$ cat config.mk
export PLATFORM = sky130hd
export DESIGN_NAME = debounced_motor_relay_sequencer_core
export DESIGN_NICKNAME = d
export VERILOG_FILES = /design/src/rtl/dmrs_pkg.sv /design/src/rtl/debounced_motor_relay_sequencer_core.sv /design/src/rtl/dmrs_cfg_regs.sv /design/src/rtl/dmrs_debounce.sv /design/src/rtl/dmrs_sequencer.sv
export SDC_FILE = /design/constraint.sdc
export NUM_CORES = 1
export LEC_CHECK = 0
export CAP_MARGIN = 5
export CELL_PAD_IN_SITES_DETAIL_PLACEMENT = 0
export CELL_PAD_IN_SITES_GLOBAL_PLACEMENT = 1
export CORE_ASPECT_RATIO = 0.5
export CORE_UTILIZATION = 49
export CTS_CLUSTER_SIZE = 10
export DETAILED_ROUTE_END_ITERATION = 7
export DONT_BUFFER_PORTS = 1
export GPL_ROUTABILITY_DRIVEN = 0
export HOLD_SLACK_MARGIN = 0.03
export PLACE_DENSITY = 0.82
export RECOVER_POWER = 100
export SYNTH_ARGS = -nofsm -noshare
export SYNTH_HDL_FRONTEND = slang
export SYNTH_SLANG_ARGS = --single-unit
$ cat constraint.sdc
create_clock -name clk -period 5.84 [get_ports clk]
set_input_delay 0 -clock clk [delete_from_list [all_inputs] [get_ports clk]]
set_output_delay 0 -clock clk [all_outputs]
set_load 0.005 [all_outputs]
$ cat src/rtl/dmrs_pkg.sv
// Package for the debounced motor relay sequencer.
// Holds widths, phase and register codes, the configuration and result structs.
// No dependencies; every other file imports it.
package dmrs_pkg;

  localparam int TIMER_W    = 16;
  localparam int DEB_W      = 10;
  localparam int DLY_W      = 16;
  localparam int PW_W       = 11;
  localparam int CFG_IDX_W  = 3;
  localparam int CFG_DATA_W = 16;
  // Compare width that holds both a timer and the widest delay register.
  localparam int CMP_W      = (TIMER_W > DLY_W) ? TIMER_W : DLY_W;

  typedef logic [TIMER_W-1:0] timer_t;
  typedef logic [CMP_W-1:0]   cmp_t;

  localparam timer_t TMR_MAX = {TIMER_W{1'b1}};

  localparam logic [PW_W-1:0] ESC_W_MIN = PW_W'(1000);
  localparam logic [PW_W-1:0] ESC_W_MAX = PW_W'(2000);

  localparam logic [DEB_W-1:0] RST_DEBOUNCE  = DEB_W'(30);
  localparam logic [DLY_W-1:0] RST_ON_DELAY  = DLY_W'(300);
  localparam logic [DLY_W-1:0] RST_OFF_DELAY = DLY_W'(300);
  localparam logic [DLY_W-1:0] RST_ARM       = DLY_W'(3000);
  localparam logic [PW_W-1:0]  RST_ESC_STOP  = PW_W'(1000);
  localparam logic [PW_W-1:0]  RST_ESC_RUN   = PW_W'(2000);
  localparam logic             RST_RELAY_LVL = 1'b1;

  typedef enum logic [CFG_IDX_W-1:0] {
    CFG_DEBOUNCE    = 3'd0,
    CFG_ON_DELAY    = 3'd1,
    CFG_OFF_DELAY   = 3'd2,
    CFG_ARM         = 3'd3,
    CFG_ESC_STOP    = 3'd4,
    CFG_ESC_RUN     = 3'd5,
    CFG_RELAY_LEVEL = 3'd6
  } cfg_idx_t;

  typedef enum logic [2:0] {
    PH_ARMING     = 3'd0,
    PH_OFF        = 3'd1,
    PH_START_WAIT = 3'd2,
    PH_RUNNING    = 3'd3,
    PH_OFF_WAIT   = 3'd4
  } phase_t;

  typedef struct packed {
    logic [DEB_W-1:0] debounce_ticks;
    logic [DLY_W-1:0] on_delay_ticks;
    logic [DLY_W-1:0] off_delay_ticks;
    logic [DLY_W-1:0] arm_ticks;
    logic [PW_W-1:0]  esc_stop_width;
    logic [PW_W-1:0]  esc_run_width;
    logic             relay_active_level;
  } cfg_t;

  typedef struct packed {
    logic            relay_drive;
    logic [PW_W-1:0] esc_pulse_us;
    logic [2:0]      phase;
    logic            button_pressed;
  } res_t;

  // Counter step that stops at the top value.
  function automatic timer_t sat_inc(timer_t v);
    return (v == TMR_MAX) ? v : v + timer_t'(1);
  endfunction

endpackage

$ cat src/rtl/debounced_motor_relay_sequencer_core.sv
// Top level of the debounced motor relay sequencer.
// Depends on dmrs_pkg, dmrs_cfg_regs, dmrs_debounce and dmrs_sequencer.
//
// Usage:
// Each transfer on the input channel (in_valid/in_ready) is one millisecond
// tick carrying the raw button level. Each tick produces exactly one result
// on the output channel (out_valid/out_ready): relay pin level, ESC pulse
// width, phase code and debounced button level, all as they stand after
// that tick.
// The whole tick is evaluated in the cycle of its transfer; the sequencer
// and debouncer state update at that edge and the result is registered into
// the result register, or the skid entry during a stall. One tick per
// cycle is sustained while the receiver keeps up.
// The output side has a result register and one skid entry. A new tick is
// taken while a finished result waits; in_ready drops only when both are
// full, and results are never lost or reordered while the receiver stalls.
// Reset clears the result buffer, puts every configuration register at its
// default and restarts arming: for arm_ticks ticks the ESC is held at its
// stop width, the relay is open and the button is ignored.
// Configuration is written through cfg_wr_en/cfg_index/cfg_wdata, one register per
// cycle; the user must write only while no tick is in flight, as the block does not enforce it.
module debounced_motor_relay_sequencer_core
  import dmrs_pkg::*;
(
  input  logic                  clk,
  input  logic                  rst,
  input  logic                  cfg_wr_en,
  input  logic [CFG_IDX_W-1:0]  cfg_index,
  input  logic [CFG_DATA_W-1:0] cfg_wdata,
  input  logic                  in_valid,
  output logic                  in_ready,
  input  logic                  raw_button,
  output logic                  out_valid,
  input  logic                  out_ready,
  output logic                  relay_drive,
  output logic [PW_W-1:0]       esc_pulse_us,
  output logic [2:0]            phase,
  output logic                  button_pressed
);

  cfg_t            cfg;
  logic            in_accept;
  logic            arming;
  logic            level_next;
  phase_t          phase_next;
  logic            relay_closed;
  logic            esc_run;
  logic [PW_W-1:0] width_sel;
  res_t            res_new;
  res_t            out_res;
  res_t            skid_res;
  logic            out_valid_r;
  logic            skid_valid;

  // The input is held off only when the skid entry is occupied.
  assign in_ready  = !skid_valid;
  assign in_accept = in_valid && in_ready;

  dmrs_cfg_regs u_cfg (
    .clk       (clk),
    .rst       (rst),
    .cfg_wr_en (cfg_wr_en),
    .cfg_index (cfg_index),
    .cfg_wdata (cfg_wdata),
    .cfg       (cfg)
  );

  // The debouncer only runs on ticks that are not arming ticks.
  dmrs_debounce u_deb (
    .clk            (clk),
    .rst            (rst),
    .advance        (in_accept && !arming),
    .raw            (raw_button),
    .debounce_ticks (cfg.debounce_ticks),
    .level_next     (level_next)
  );

  dmrs_sequencer u_seq (
    .clk        (clk),
    .rst        (rst),
    .step       (in_accept),
    .level      (level_next),
    .cfg        (cfg),
    .arming     (arming),
    .phase_next (phase_next)
  );

  // Pin levels follow the phase that the tick ends in. The relay is closed
  // only while running; the ESC runs in every phase from start-up through the
  // relay-off wait. The commanded width is clamped into the legal servo range.
  always_comb begin
    relay_closed = (phase_next == PH_RUNNING);
    esc_run      = (phase_next == PH_START_WAIT) || (phase_next == PH_RUNNING) ||
                   (phase_next == PH_OFF_WAIT);
    width_sel    = esc_run ? cfg.esc_run_width : cfg.esc_stop_width;
    res_new.relay_drive    = relay_closed ? cfg.relay_active_level
                                          : !cfg.relay_active_level;
    if (width_sel < ESC_W_MIN) begin
      res_new.esc_pulse_us = ESC_W_MIN;
    end else if (width_sel > ESC_W_MAX) begin
      res_new.esc_pulse_us = ESC_W_MAX;
    end else begin
      res_new.esc_pulse_us = width_sel;
    end
    res_new.phase          = phase_next;
    res_new.button_pressed = level_next;
  end

  // Result register plus one skid entry. A new result goes to the result
  // register when it is free or being drained this cycle, otherwise it parks
  // in the skid entry, which moves forward once the receiver takes a result.
  always_ff @(posedge clk) begin
    if (rst) begin
      out_valid_r <= 1'b0;
      skid_valid  <= 1'b0;
    end else if (in_accept) begin
      if (!out_valid_r || out_ready) begin
        out_valid_r <= 1'b1;
        out_res     <= res_new;
      end else begin
        skid_valid  <= 1'b1;
        skid_res    <= res_new;
      end
    end else if (out_valid_r && out_ready) begin
      out_valid_r <= skid_valid;
      out_res     <= skid_res;
      skid_valid  <= 1'b0;
    end
  end

  assign out_valid      = out_valid_r;
  assign relay_drive    = out_res.relay_drive;
  assign esc_pulse_us   = out_res.esc_pulse_us;
  assign phase          = out_res.phase;
  assign button_pressed = out_res.button_pressed;

  // The skid entry is only ever filled behind an occupied result register.
  a_skid_behind_out: assert property (@(posedge clk) disable iff (rst)
    skid_valid |-> out_valid_r)
    else $error("skid entry holds a result while the result register is empty");

  // Every offered pulse width lies inside the servo range.
  a_width_range: assert property (@(posedge clk) disable iff (rst)
    out_valid_r |-> (esc_pulse_us >= ESC_W_MIN) && (esc_pulse_us <= ESC_W_MAX))
    else $error("ESC pulse width outside the legal range");

  // A tick that is not an arming tick never leaves the block in arming.
  a_no_rearm: assert property (@(posedge clk) disable iff (rst)
    (in_accept && !arming) |-> (phase_next != PH_ARMING))
    else $error("sequencer returned to arming after arming ended");

endmodule

$ cat src/rtl/dmrs_cfg_regs.sv
// Configuration register file of the debounced motor relay sequencer.
// Depends on dmrs_pkg for the register codes, widths and reset values.
module dmrs_cfg_regs
  import dmrs_pkg::*;
(
  input  logic                  clk,
  input  logic                  rst,
  input  logic                  cfg_wr_en,
  input  logic [CFG_IDX_W-1:0]  cfg_index,
  input  logic [CFG_DATA_W-1:0] cfg_wdata,
  output cfg_t                  cfg
);

  always_ff @(posedge clk) begin
    if (rst) begin
      cfg.debounce_ticks     <= RST_DEBOUNCE;
      cfg.on_delay_ticks     <= RST_ON_DELAY;
      cfg.off_delay_ticks    <= RST_OFF_DELAY;
      cfg.arm_ticks          <= RST_ARM;
      cfg.esc_stop_width     <= RST_ESC_STOP;
      cfg.esc_run_width      <= RST_ESC_RUN;
      cfg.relay_active_level <= RST_RELAY_LVL;
    end else if (cfg_wr_en) begin
      unique case (cfg_index)
        CFG_DEBOUNCE:    cfg.debounce_ticks     <= cfg_wdata[DEB_W-1:0];
        CFG_ON_DELAY:    cfg.on_delay_ticks     <= cfg_wdata[DLY_W-1:0];
        CFG_OFF_DELAY:   cfg.off_delay_ticks    <= cfg_wdata[DLY_W-1:0];
        CFG_ARM:         cfg.arm_ticks          <= cfg_wdata[DLY_W-1:0];
        CFG_ESC_STOP:    cfg.esc_stop_width     <= cfg_wdata[PW_W-1:0];
        CFG_ESC_RUN:     cfg.esc_run_width      <= cfg_wdata[PW_W-1:0];
        CFG_RELAY_LEVEL: cfg.relay_active_level <= cfg_wdata[0];
        default: ;
      endcase
    end
  end

endmodule

$ cat src/rtl/dmrs_debounce.sv
// Button debouncer: last raw level, stable-time counter and accepted level.
// Depends on dmrs_pkg for the timer type and the saturating increment.
module dmrs_debounce
  import dmrs_pkg::*;
(
  input  logic             clk,
  input  logic             rst,
  input  logic             advance,
  input  logic             raw,
  input  logic [DEB_W-1:0] debounce_ticks,
  output logic             level_next
);

  logic   last_raw;
  logic   level;
  timer_t tsc;
  timer_t tsc_next;
  logic   level_calc;

  always_comb begin
    // A change of the raw level restarts the stable-time count.
    tsc_next   = (raw != last_raw) ? '0 : sat_inc(tsc);
    level_calc = (cmp_t'(tsc_next) > cmp_t'(debounce_ticks)) ? raw : level;
    level_next = advance ? level_calc : level;
  end

  always_ff @(posedge clk) begin
    if (rst) begin
      last_raw <= 1'b0;
      level    <= 1'b0;
      tsc      <= TMR_MAX;
    end else if (advance) begin
      last_raw <= raw;
      level    <= level_calc;
      tsc      <= tsc_next;
    end
  end

endmodule

$ cat src/rtl/dmrs_sequencer.sv
// Phase sequencer: arming timer, phase register and in-phase timer.
// Depends on dmrs_pkg for the phase codes, configuration struct and timers.
module dmrs_sequencer
  import dmrs_pkg::*;
(
  input  logic   clk,
  input  logic   rst,
  input  logic   step,
  input  logic   level,
  input  cfg_t   cfg,
  output logic   arming,
  output phase_t phase_next
);

  phase_t phase;
  timer_t tip;
  timer_t tip_next;
  timer_t tip_inc;
  timer_t arm_elapsed;
  timer_t arm_elapsed_next;

  always_comb begin
    arming           = (phase == PH_ARMING) &&
                       (cmp_t'(arm_elapsed) < cmp_t'(cfg.arm_ticks));
    tip_inc          = sat_inc(tip);
    phase_next       = phase;
    tip_next         = tip;
    arm_elapsed_next = arm_elapsed;
    if (arming) begin
      arm_elapsed_next = sat_inc(arm_elapsed);
    end else begin
      tip_next = tip_inc;
      unique case (phase)
        PH_START_WAIT: begin
          // A release during start-up drops straight back to off.
          if (!level) begin
            phase_next = PH_OFF;
          end else if (cmp_t'(tip_inc) >= cmp_t'(cfg.on_delay_ticks)) begin
            phase_next = PH_RUNNING;
          end
        end
        PH_RUNNING: begin
          if (!level) begin
            phase_next = PH_OFF_WAIT;
            tip_next   = '0;
          end
        end
        PH_OFF_WAIT: begin
          if (level) begin
            phase_next = PH_START_WAIT;
            tip_next   = '0;
          end else if (cmp_t'(tip_inc) >= cmp_t'(cfg.off_delay_ticks)) begin
            phase_next = PH_OFF;
          end
        end
        default: begin
          // Off, and the end of arming, which is handled as off on the same tick.
          if (level) begin
            phase_next = PH_START_WAIT;
            tip_next   = '0;
          end else begin
            phase_next = PH_OFF;
          end
        end
      endcase
    end
  end

  always_ff @(posedge clk) begin
    if (rst) begin
      phase       <= PH_ARMING;
      tip         <= '0;
      arm_elapsed <= '0;
    end else if (step) begin
      phase       <= phase_next;
      tip         <= tip_next;
      arm_elapsed <= arm_elapsed_next;
    end
  end

endmodule
# Word level (Yosys, flattened, before mapping)
# Cells that the tools add are included.
# totals
register_bits,168
latch_bits,0
ramBits,0
romBits,0
output_inout_bits,18
elab_cells,110
memories,0
# classes
n_addsub,3
n_mul,0
n_div,0
magnitude_cmp,6
n_eq_ne,18
n_shift,0
mux,29
n_bitwise,4
reduce_logical,27
# ops
op,n
2-to-1 mux 16 bit,8
adder 16 x 1 -> 16 bit (second input constant),3
equality test 16 bit (second input constant),3
2-to-1 mux 11 bit,3
greater-or-equal comparator 16 bit,2
case mux 16 bit (2 select lines),1
AND reduction 2 bit,10
equality test 3 x 2 -> 1 bit (second input constant),6
2-to-1 mux 3 bit,6
greater-than comparator 16 x 10 -> 1 bit,1
less-than comparator 16 bit,1
equality test 3 bit (second input constant),5
greater-than comparator 11 bit (second input constant),1
less-than comparator 11 x 10 -> 1 bit (second input constant),1
2-to-1 mux 1 bit,9
case mux 3 bit (3 select lines),1
AND reduction 3 bit,3
zero test 3 bit,2
logical AND 1 bit,4
zero test 1 bit,4
NOT 1 bit,4
equality test 3 x 1 -> 1 bit (second input constant),1
logical OR 1 bit,3
2-to-1 mux 2 bit,1
4 further kinds,4

# Logic depth before layout (Yosys ltp)
# depth
depth_word,18
depth_mapped,21
ltp_nobuf,19

# Modules after synthesis
# Synthesis repeated with hierarchy kept, for this count alone.
# unflattened
hier_cells,1086
hier_area_um2,9780.6
# by_module_without_submodules
module,n_inst,cells_per_inst,area_each_um2
dmrs_sequencer,1,437,3334.4
dmrs_cfg_regs,1,309,3235.6
debounced_motor_relay_sequencer_core,1,145,1721.7
dmrs_debounce,1,195,1488.9

# Worst setup path after synthesis
# No wires, ideal clock.
# synth_path
kind,flip-flop to flip-flop
from,register u_seq.tip[3]
to,register out_res (netlist bit esc_pulse_us[7]) (data pin)
setup_time_ps,258
arrival_time_ps,4134
slack_ps,1448
stages_incl_launch_ff,21
period_less_slack_ps,4392
path_cell_list,dfxtp_1 > clkbuf_1 > nand4_1 > nor4_1 > nand4_1 > nand3_1 > or2_2 > clkbuf_1 > nor2_1 > xor2_1 > ha_1 > a21o_1 > a21o_1 > a211oi_1 > a21oi_1 > o31ai_1 > o21ai_0 > o211ai_2 > buf_4 > nand3_1 > o221a_2
# synth_between
elab_chain_len,16
word_cells_on_any_way,23
cone_classes,add/sub (1); order compare (4); eq/ne (4); mux (12); reduce/logical (2)
# synth_lines
item,line,text
from (decl),dmrs_sequencer.sv:16,timer_t tip;
from (signal assigned),dmrs_sequencer.sv:76,tip <= tip_next;
adder 16 x 1 -> 16 bit or equality test 16 bit (tied branches),dmrs_pkg.sv:68,return (v == TMR_MAX) ? v : v + timer_t'(1);
2-to-1 mux 16 bit (*),dmrs_pkg.sv:68,
greater-or-equal comparator 16 bit (on tied branches),"dmrs_sequencer.sv:52, dmrs_sequencer.sv:38",
2-to-1 mux 3 bit (on tied branches),"dmrs_sequencer.sv:52, dmrs_sequencer.sv:38",
2-to-1 mux 3 bit (on tied branches),"dmrs_sequencer.sv:49, dmrs_sequencer.sv:36",
case mux 3 bit (3 select lines) (*),dmrs_sequencer.sv:33,unique case (phase)
2-to-1 mux 3 bit (*),dmrs_sequencer.sv:29,if (arming) begin
equality test 3 x 2 -> 1 bit,debounced_motor_relay_sequencer_core.sv:93,esc_run = (phase_next == PH_START_WAIT) || (phase_next == PH_RUNNING) ||
logical OR 1 bit,debounced_motor_relay_sequencer_core.sv:93,
logical OR 1 bit (*),debounced_motor_relay_sequencer_core.sv:93,
2-to-1 mux 11 bit (*),debounced_motor_relay_sequencer_core.sv:95,width_sel = esc_run ? cfg.esc_run_width : cfg.esc_stop_width;
greater-than comparator 11 bit,debounced_motor_relay_sequencer_core.sv:100,end else if (width_sel > ESC_W_MAX) begin
2-to-1 mux 11 bit,debounced_motor_relay_sequencer_core.sv:100,
2-to-1 mux 11 bit (*),debounced_motor_relay_sequencer_core.sv:98,if (width_sel < ESC_W_MIN) begin
2-to-1 mux 16 bit (*),debounced_motor_relay_sequencer_core.sv:117,if (!out_valid_r || out_ready) begin
2-to-1 mux 16 bit (*),debounced_motor_relay_sequencer_core.sv:116,end else if (in_accept) begin
to (signal assigned),debounced_motor_relay_sequencer_core.sv:119,out_res <= res_new;
to (signal assigned),debounced_motor_relay_sequencer_core.sv:126,out_res <= skid_res;
to (decl),debounced_motor_relay_sequencer_core.sv:50,res_t out_res;
# Every way passes the cells marked *; elsewhere a longest branch is shown, timed or not. The select of a mux whose other input is x is not followed.
# A chain may end at the register's enable or synchronous reset.

# Final worst setup path
# layout_path
from,register u_seq.tip[0]
to,register out_res (netlist bit esc_pulse_us[8]) (data pin)
# Same word-level chain as after synthesis.

==> impl.org <==
** Timing
- Achievable frequency :: slightly below 200 MHz
- Worst slew margin :: -245%
- The number of max-slew violations in the final report is around 170.
- Count of final hold-check violations :: 0
- For the final database, setup skew stands at just under 0.01 ns.
- Worst slew pin tran :: approximately 5.2 ns
- In the finished design, the share of the clock period the worst path needs comes to 88.8%.
- On the final layout, the worst hold slack is approximately 0.066 ns.
- Setup total negative slack on the finished layout was measured at 0 ns.
- # setup viols final :: 0
- Setup repair after global routing left no endpoint under its margin.
- Time the worst path needs with I/O delays and setup :: about 5.2 ns

** Floorplanning
- The die covers 18900 µm².
- Initial cell density of the core :: between 50% and 60%
- Ports :: between 40 and 50
- Die Y :: 97.7 µm
- Std cell rows :: 34
- Chip width :: a little under 200 µm
- Core Box Area :: about 18000 µm²

** Setup path
- Startpoint class of the critical path :: flip-flop
- Across all register-to-register paths, the minimum setup slack is 0.65 ns.
- Maximum single-stage delay on the critical path :: about 0.45 ns
- For the worst setup path, the data required time is around 6.0 ns.
- Crit-path cells :: ha_1 -> nand3_1 -> nor4_2 -> nand4_1 -> nand4_1 -> nor2_1 -> nand2_1 -> xnor2_1 -> ha_1 -> a21o_1 -> a21o_1 -> a211oi_1 -> a21oi_1 -> o31ai_1 -> o21ai_0 -> o211ai_2 -> nand3_1 -> o221a_2
- STA classifies the critical path endpoint as a flip-flop.
- The setup path with the least slack is of type flip-flop to flip-flop.
- In this run the worst path has a maximum fanout of 11.
- The largest individual stage delay along the critical path comes from the cell sky130_fd_sc_hd__o211ai_2.
- Data arrival at the endpoint of the critical path :: roughly 5.4 ns

** Placed design
- Final HPWL from detailed placement :: 16100 µm
- Port buffering added 0 buffers.
- DP Area :: between 9000 and 10000 µm²

** Power and ir drop
- For this design the total switching power over the nets is 609 µW.
- Clock power frac :: between 40% and 50%
- Internal :: about 2000 µW
- The analysis attributes to cell leakage a power of 0.00386 µW.
- Cell area power density :: between 200 and 300 nW/µm²
- The worst-case IR drop observed on VDD is between 200 and 250 µV.
- Combinational logic burns under 10% of the power.
- Net switching is between 20% and 30% of the power.
- Power share of the sequential group :: 46.6%

** Routing
- The routed design has around 24000 µm of wire.
- In the routed layout, each cell is associated on average with a via count of roughly 5.8.
- Initial DRC count :: about 600
- After detailed routing, the number of remaining DRC violations is 1.
- In this run the remaining antenna-violating nets after routing total 0.
- First-pass iteration count of the detailed router :: 7
- Dividing the detail-routed wire length by the instance count gives 17.8 µm.
- Via count :: a little under 8000

** GRT
- Maximum number of pins on one net before global-route repair :: 109
- Global-route wire length before repair :: 39100 µm
- Summed over all layers, the global routing overflow is 0.
- Tot GR Track Use :: between 20% and 30%
- The number of global-route vias before repair is 7362.
- The number of antenna violations at the first check in global routing was 0.

** Run
- The tool flagged a number of max-cap violations equal to 3.

** Outcome
- The flow ran to the end, but the final reports show violations.
- The final reports fail on DRC, capacitance limit, slew limit.

** Clocking
- No sink is reached through more buffers than the 2 on the longest clock path.
- Clock buffers created by TritonCTS :: 17
- TritonCTS built the clock tree.
- The clock net in this run drives a total of around 170 sinks.
- In this run the number of H-tree levels came out at 4.
- Insertion delay to the later sink of the worst-skew pair :: approximately 0.43 ns
- After clock tree synthesis, the clock-pin slew on the worst setup and hold paths is 0.07 ns.
- Number of buffers added for setup after CTS :: 0
- Root Buffer :: sky130_fd_sc_hd__clkbuf_16

** Logic synthesis
- In the synthesized netlist the dominant register cell turns out to be sky130_fd_sc_hd__dfxtp_1.
- In this run the mean area of a mapped cell was 8.26 µm².
- Yosys top cell by area :: sky130_fd_sc_hd__dfxtp_1
- Counting distinct cell types in the post-synthesis netlist gives between 50 and 60.
- Synthesis inferred 168 register bits.
- Yosys mapped a number of flops with a built-in enable equal to 32.
- Synth top area share :: a little under a third
- Count of mapped cells out of synthesis :: 1087
- In the synthesized netlist the async set-or-reset flop fraction comes to 0%.
- For this run, the register share of the synthesized area comes to 41.0%.
- Warnings, synthesis :: 0
- By area the synthesized netlist is led by sky130_fd_sc_hd__dfxtp_1, sky130_fd_sc_hd__edfxtp_1, sky130_fd_sc_hd__ha_1.
- Synthesis produced a netlist with a net count of 1172.
- The mapped netlist covers between 8000 and 9000 µm².

** Layout
- Summing all non-filler instances in the final layout gives an area of 10100 µm².
- Synthesis-to-finish area growth :: 12.5%
- Nets :: ~1200
- Fraction of layout instances using a drive strength above 1 :: ~5.2%
- Most common cell after layout, fill and taps aside :: sky130_fd_sc_hd__nand2_1
- 0 antenna diodes ended up in the layout.
- In the layout the commonest cells are sky130_fd_sc_hd__nand2_1, sky130_fd_sc_hd__dfxtp_1, sky130_fd_sc_hd__a21oi_1.

** Worst hold path
- Tightest Hold Check Type :: input port to flip-flop
cells by family after synthesis:
kind of cell / synth area share (%)
muxes: 2.52
buffers and inverters: 5.52
and+or+nand+nor: 21.8
xor gates and xnor gates: 3.41
DFF: 41.0
adders and majority gates: 8.36
AOI/OAI and AO/OA: 17.4
path summary, 6_finish.rpt:
path                  from              end  cells past startpoint
max           u_seq.tip[0]  esc_pulse_us[8]                     18
min           cfg_index[0]    u_cfg.cfg[79]                      3
max reg2reg   u_seq.tip[0]  esc_pulse_us[8]                     18
min reg2reg  u_cfg.cfg[23]    u_cfg.cfg[23]                      2
critical path: cells and delay by family (launching register included):
family | cells | cell delay (ns)
compound gates | 8 | 2.10
simple gates | 7 | 1.65
fa+ha+maj | 2 | 0.58
flops | 1 | 0.43
xor+xnor | 1 | 0.17
synthesized netlist by cell type, drive strengths merged, types with 3 or more instances:
cell    count
or4         3
o221a       4
nand2     192
a21o        6
or2         6
nor2       88
o21a        8
o31ai       4
mux2i      17
inv        77
and2        8
o22a        4
a211oi     12
and4        3
o21ai      39
a211o      18
edfxtp     32
or3         7
nand2b      6
a21oi      90
mux2        5
o22ai       5
o211ai     27
clkbuf     47
ha         60
xnor2      16
nand3      36
nor2b      12
xor2       19
buf         6
dfxtp     136
nor3       27
nand4      26
and3        6
a31oi       7
nor4        7
layer usage:
layer  global-route usage, %  vias up  part of all wire [%]
li1                        -     3815                     -
met3                    3.80       20                   4.6
met2                    41.1      188                    44
met5                       0        -                     0
met4                    6.40        0                  0.83
met1                    38.0     3714                    50
flip-flops by register name (all words and copies together), names as in the netlist:
register / count
u_seq.tip: 16
skid_valid: 1
relay_drive: 1
phase: 3
u_cfg.cfg: 81
button_pressed: 1
u_deb.level: 1
u_seq.phase: 3
u_deb.last_raw: 1
skid_res: 16
u_seq.arm_elapsed: 16
esc_pulse_us: 11
u_deb.tsc: 16
out_valid: 1
power by group through the flow:
stage | clock [µW] | combinational [µW] | sequential [µW]
final | 1240 | 163 | 1220
after global routing | 1300 | 180 | 1220
after CTS | 1250 | 166 | 1220
after detailed placement | 0 | 120 | 1250
after global placement | 0 | 118 | 1240
after floorplan | 0 | 102 | 1240
per-stage QoR:
step	util, %	setup WS, ns	power, µW	std cells
after CTS	57.5	0.492	2640	1345
after floorplan	-	1.45	1340	1087
after detailed placement	51.9	0.508	1370	1279
final	57.2	0.652	2620	1345
after global routing	57.2	0.129	2700	1345
after global placement	51.9	0.689	1360	1279
area by class of cell:
type,instances,area (µm²)
fillers,1588,7550
flip-flops and latches,168,3680
inverters,77,289
clock buffers,24,513
well taps,234,293
repair buffers,45,394
multi-input cells,789,4800
clock inverters,8,131
timing repair:
| item | 4_1_cts | 5_1_grt |
|---|---|---|
| hold buffers | 34 | 0 |
| setup endpoints to repair | 0 | 11 |
| gates resized for setup | 0 | 1 |
| hold endpoints to repair | 150 | 0 |
No activity file was read; power rests on OpenSTA's default activity.
